**src/rtl/core/olir_pkg.sv**
```systemverilog
// ============================================================================
// olir_pkg
// Shared types and constants for the ordered list insert/remove block.
// ============================================================================
`default_nettype none

package olir_pkg;

    // Storage geometry
    localparam int CAPACITY   = 8;
    localparam int DATA_WIDTH = 32;

    // Fixed field widths of the command and response beats
    localparam int CMD_W    = 3;
    localparam int POS_W    = 4;
    localparam int VALUE_W  = 32;
    localparam int STATUS_W = 2;
    localparam int COUNT_W  = 4;

    // Internal count and compare widths
    localparam int CNT_W = $clog2(CAPACITY + 1);
    localparam int CMP_W = (CNT_W > POS_W) ? CNT_W : POS_W;

    // Command codes
    localparam logic [CMD_W-1:0] CMD_INS_HEAD = 3'd0;
    localparam logic [CMD_W-1:0] CMD_INS_TAIL = 3'd1;
    localparam logic [CMD_W-1:0] CMD_INS_AT   = 3'd2;
    localparam logic [CMD_W-1:0] CMD_REM_HEAD = 3'd3;
    localparam logic [CMD_W-1:0] CMD_REM_TAIL = 3'd4;
    localparam logic [CMD_W-1:0] CMD_REM_AT   = 3'd5;

    // Status codes
    localparam logic [STATUS_W-1:0] ST_OK     = 2'd0;
    localparam logic [STATUS_W-1:0] ST_FULL   = 2'd1;
    localparam logic [STATUS_W-1:0] ST_EMPTY  = 2'd2;
    localparam logic [STATUS_W-1:0] ST_BADPOS = 2'd3;

    // Per-cell update control
    typedef struct packed {
        logic load;   // take the new word
        logic up;     // take the lower neighbor's word
        logic down;   // take the upper neighbor's word
    } t_cell_ctl;

endpackage

`default_nettype wire

```
**src/rtl/core/olir_cell.sv**
```systemverilog
// ============================================================================
// olir_cell
// One list slot: holds a word and loads the new word or a neighbor's word.
// ============================================================================
`default_nettype none

module olir_cell
    import olir_pkg::*;
(
    input  wire logic                  i_clk,
    input  wire t_cell_ctl             i_ctl,
    input  wire logic [DATA_WIDTH-1:0] i_new,
    input  wire logic [DATA_WIDTH-1:0] i_lower,
    input  wire logic [DATA_WIDTH-1:0] i_upper,
    output      logic [DATA_WIDTH-1:0] o_data
);

    logic [DATA_WIDTH-1:0] r_data;
    logic [DATA_WIDTH-1:0] n_data;

    // Next word select
    always_comb begin
        n_data = r_data;
        if (i_ctl.load) begin
            n_data = i_new;
        end else if (i_ctl.up) begin
            n_data = i_lower;
        end else if (i_ctl.down) begin
            n_data = i_upper;
        end
    end

    // Payload register, no reset
    always_ff @(posedge i_clk) begin
        r_data <= n_data;
    end

    assign o_data = r_data;

endmodule

`default_nettype wire

```
**config.mk**
```make
export PLATFORM = sky130hd
export DESIGN_NAME = olir_cell
export DESIGN_NICKNAME = d
export VERILOG_FILES = /design/src/rtl/core/olir_pkg.sv /design/src/rtl/core/olir_cell.sv
export SDC_FILE = /design/constraint.sdc
export NUM_CORES = 1
export LEC_CHECK = 0
export BUFFER_PORTS_ARGS = -buffer_cell sky130_fd_sc_hd__buf_4
export CAP_MARGIN = 0
export CORE_MARGIN = 5
export CORE_UTILIZATION = 40
export CTS_CLUSTER_SIZE = 25
export DETAILED_ROUTE_END_ITERATION = 10
export HOLD_SLACK_MARGIN = 0.12
export PLACE_DENSITY = 0.81
export SETUP_SLACK_MARGIN = 0.5
export SYNTH_ARGS = -nofsm -noshare
export SYNTH_HDL_FRONTEND = slang
export SYNTH_SLANG_ARGS = --single-unit
```
**constraint.sdc**
```tcl
create_clock -name i_clk -period 2.7 [get_ports i_clk]
set_clock_uncertainty 0.1 [all_clocks]
set_input_delay 0.405 -clock i_clk [delete_from_list [all_inputs] [get_ports i_clk]]
set_output_delay 0.405 -clock i_clk [all_outputs]
set_load 0.01 [all_outputs]
```
==> results.sh <==
export IMPL_cts_made_buffers=5
export IMPL_clock_sinks=32
export IMPL_via_per_inst=4.634
export IMPL_die_y_um=74.67
export IMPL_p_per_area_nw_per_um2=475.0
export IMPL_ant_nets=0
export IMPL_largest_reg_flops=32
export IMPL_end_kind="register"
export IMPL_worst_path_most_repeated_cell="buf_4"
export IMPL_critPathKind="in2reg"
export IMPL_dp_hpwl_um=3852
export IMPL_tritoncts="done"
export IMPL_wl_per_cell_um=14.85
export IMPL_synth_fp_nets=240
export IMPL_gp_routability_congestion=0.7314
export IMPL_slew_viol_final=0
export IMPL_antenna_found_initial=0
export IMPL_drt_iter0_drc=69
export IMPL_die_w_um=74.67
export IMPL_crit_fanout=65
export IMPL_crit_slowest_cell="buf_4"
export IMPL_fmax_mhz=683.6
export IMPL_cellLeakagePower_nw=1.328
export IMPL_firstDrtPassIters=4
export IMPL_post_route_min_period_ns=1.463
export IMPL_root_buffer="clkbuf_8"
export IMPL_required_ns=2.56
export IMPL_fin_util_pct=67.30
export IMPL_ys_warnings_count=0
export IMPL_hp_class="in2reg"
export IMPL_ys_types=10
export IMPL_grtUsageTotal_pct=15.79
export IMPL_fillers=346
export IMPL_post_route_period_util_pct=54.18
export IMPL_slowest_delay_ns=0.45
export IMPL_stdcell_count=320
export IMPL_diodes=0
export IMPL_post_cts_resized=0
export IMPL_vias=1483
export IMPL_synth_cell_area_um2=1673
export IMPL_path_delay_family="buffers and inverters"
export IMPL_synthToLayoutAreaGrowth_pct=62.08
export IMPL_synthCells=140
export IMPL_cp_cell_sequence="buf_4, or3_1, buf_4"
export IMPL_startpoint_type="input port"
export IMPL_overflow=0
export IMPL_htreeDepth=2
export IMPL_ios=132
export IMPL_ys_top_cells_by_area="edfxtp_1, mux2i_1, o21ai_1, nand2_1, buf_12"
export IMPL_drc=0
export IMPL_clkTransAtPathRegs_ns=0.06
export IMPL_postSynthAreaPerCell_um2=11.95
export IMPL_hold_buffers=0
export IMPL_grt_pass1_wl_um=6561
export IMPL_drive_gt1_share_pct=51.85
export IMPL_worst_path_buf_inv=2
export IMPL_first_global_vias=1420
export IMPL_clockBufferDepth=2
export IMPL_drv_cap=0
export IMPL_outcome="complete, no violations"
export IMPL_synth_top_cell_by_area="edfxtp_1"
export IMPL_grt_max_degree=66
export IMPL_layout_nets=369
export IMPL_wirelength_um=4753
export IMPL_start_util_pct=41.52
export IMPL_yosysTopAreaCellShare_pct=57.44
export IMPL_rows=23
export IMPL_placed_cells=312
export IMPL_arrival_ns=1.32
export IMPL_hold_viol_final=0
export IMPL_setup_tns_ns=0
export IMPL_core_area_um2=4029
export IMPL_seq_area_frac_synth_pct=57.44
export IMPL_setup_viol=0
export IMPL_port_buffers=131
export IMPL_rsz0062_at_grt="false"
export IMPL_postCtsSetupBuffers=0
export IMPL_relSlewSlack_pct=63.50
export IMPL_die_area_um2=5576
export IMPL_tightest_slew_ns=0.5475
export IMPL_ys_ff_latch=32
export IMPL_vdd_drop_max_v=0.0002894
==> kinds of logic (layout without fill, tap and decap cells) <==
group,Yosys count,in the layout,share of synthesized area [%]
buf+inv,11,141,6.283
flops,32,32,57.44
simple gates,33,33,7.555
compound gates,32,32,9.573
mux,32,32,19.15
==> cells in the final DEF, fill, tap and decap left out <==
cell type    n
o21ai_0      2
o21ai_1     30
clkbuf_8     5
or3_1        1
mux2i_1     32
edfxtp_1    32
nand2_1     32
clkinv_2     2
clkinv_1     1
buf_4      133
==> layer usage <==
layer | share of wire [%] | global-route usage, % | up-vias
met5 | 0 | 0 | -
met4 | 0.69 | 4.743 | 0
met3 | 8.1 | 3.872 | 2
met2 | 56 | 30.24 | 56
met1 | 35 | 17.00 | 662
li1 | - | - | 763
==> Yosys cell counts <==
cell       n
buf_2      6
buf_6      1
edfxtp_1  32
mux2i_1   32
buf_12     3
nand2_1   32
o21ai_0    2
or3_1      1
o21ai_1   30
clkbuf_1   1
==> per-stage QoR <==
step	total power, mW	setup WS, ns	hold slack, ns	area, µm²
2_1_floorplan	0.7661	0.8858	0.4962	1673
3_3_place_gp	0.9617	0.9712	0.5884	2629
3_5_place_dp	0.9709	0.9378	0.5955	2629
4_1_cts	1.305	1.230	0.3098	2711
5_1_grt	1.343	1.151	0.3224	2711
6_report	1.288	1.237	0.3194	2711
==> power by group <==
group / leakage (nW) / total [mW] / internal, mW / switching (mW)
Clock: 0.0453 / 0.333 / 0.174 / 0.159
Combinational: 0.944 / 0.326 / 0.194 / 0.132
Sequential: 0.338 / 0.628 / 0.613 / 0.0155
Total: 1.33 / 1.29 / 0.981 / 0.306
==> tightest hold or removal path: cells and delay by family <==
family | cells | cell delay, ns
AND/OR/NAND/NOR | 1 | 0.04
buffers and inverters | 1 | 0.07
AO/OA/AOI/OAI | 1 | 0.06
==> layout make-up <==
cell class | count | area (µm²) | area share, %
multi-input combinational | 97 | 606.8 | 22.38
tap | 50 | 62.56 | 2.307
sequential | 32 | 960.9 | 35.44
timing repair buffer | 133 | 998.5 | 36.83
clock buffer | 5 | 68.82 | 2.538
clock inverter | 3 | 13.76 | 0.5076
==> path summary, 6_finish.rpt <==
path	from	end	slack (ns)	cells past startpoint
worst max-delay path	i_ctl[2]	o_data[14]$_DFFE_PP_	1.24	3
worst min-delay path	i_new[7]	o_data[7]$_DFFE_PP_	0.32	3
Power figures use the tool's default switching activity.
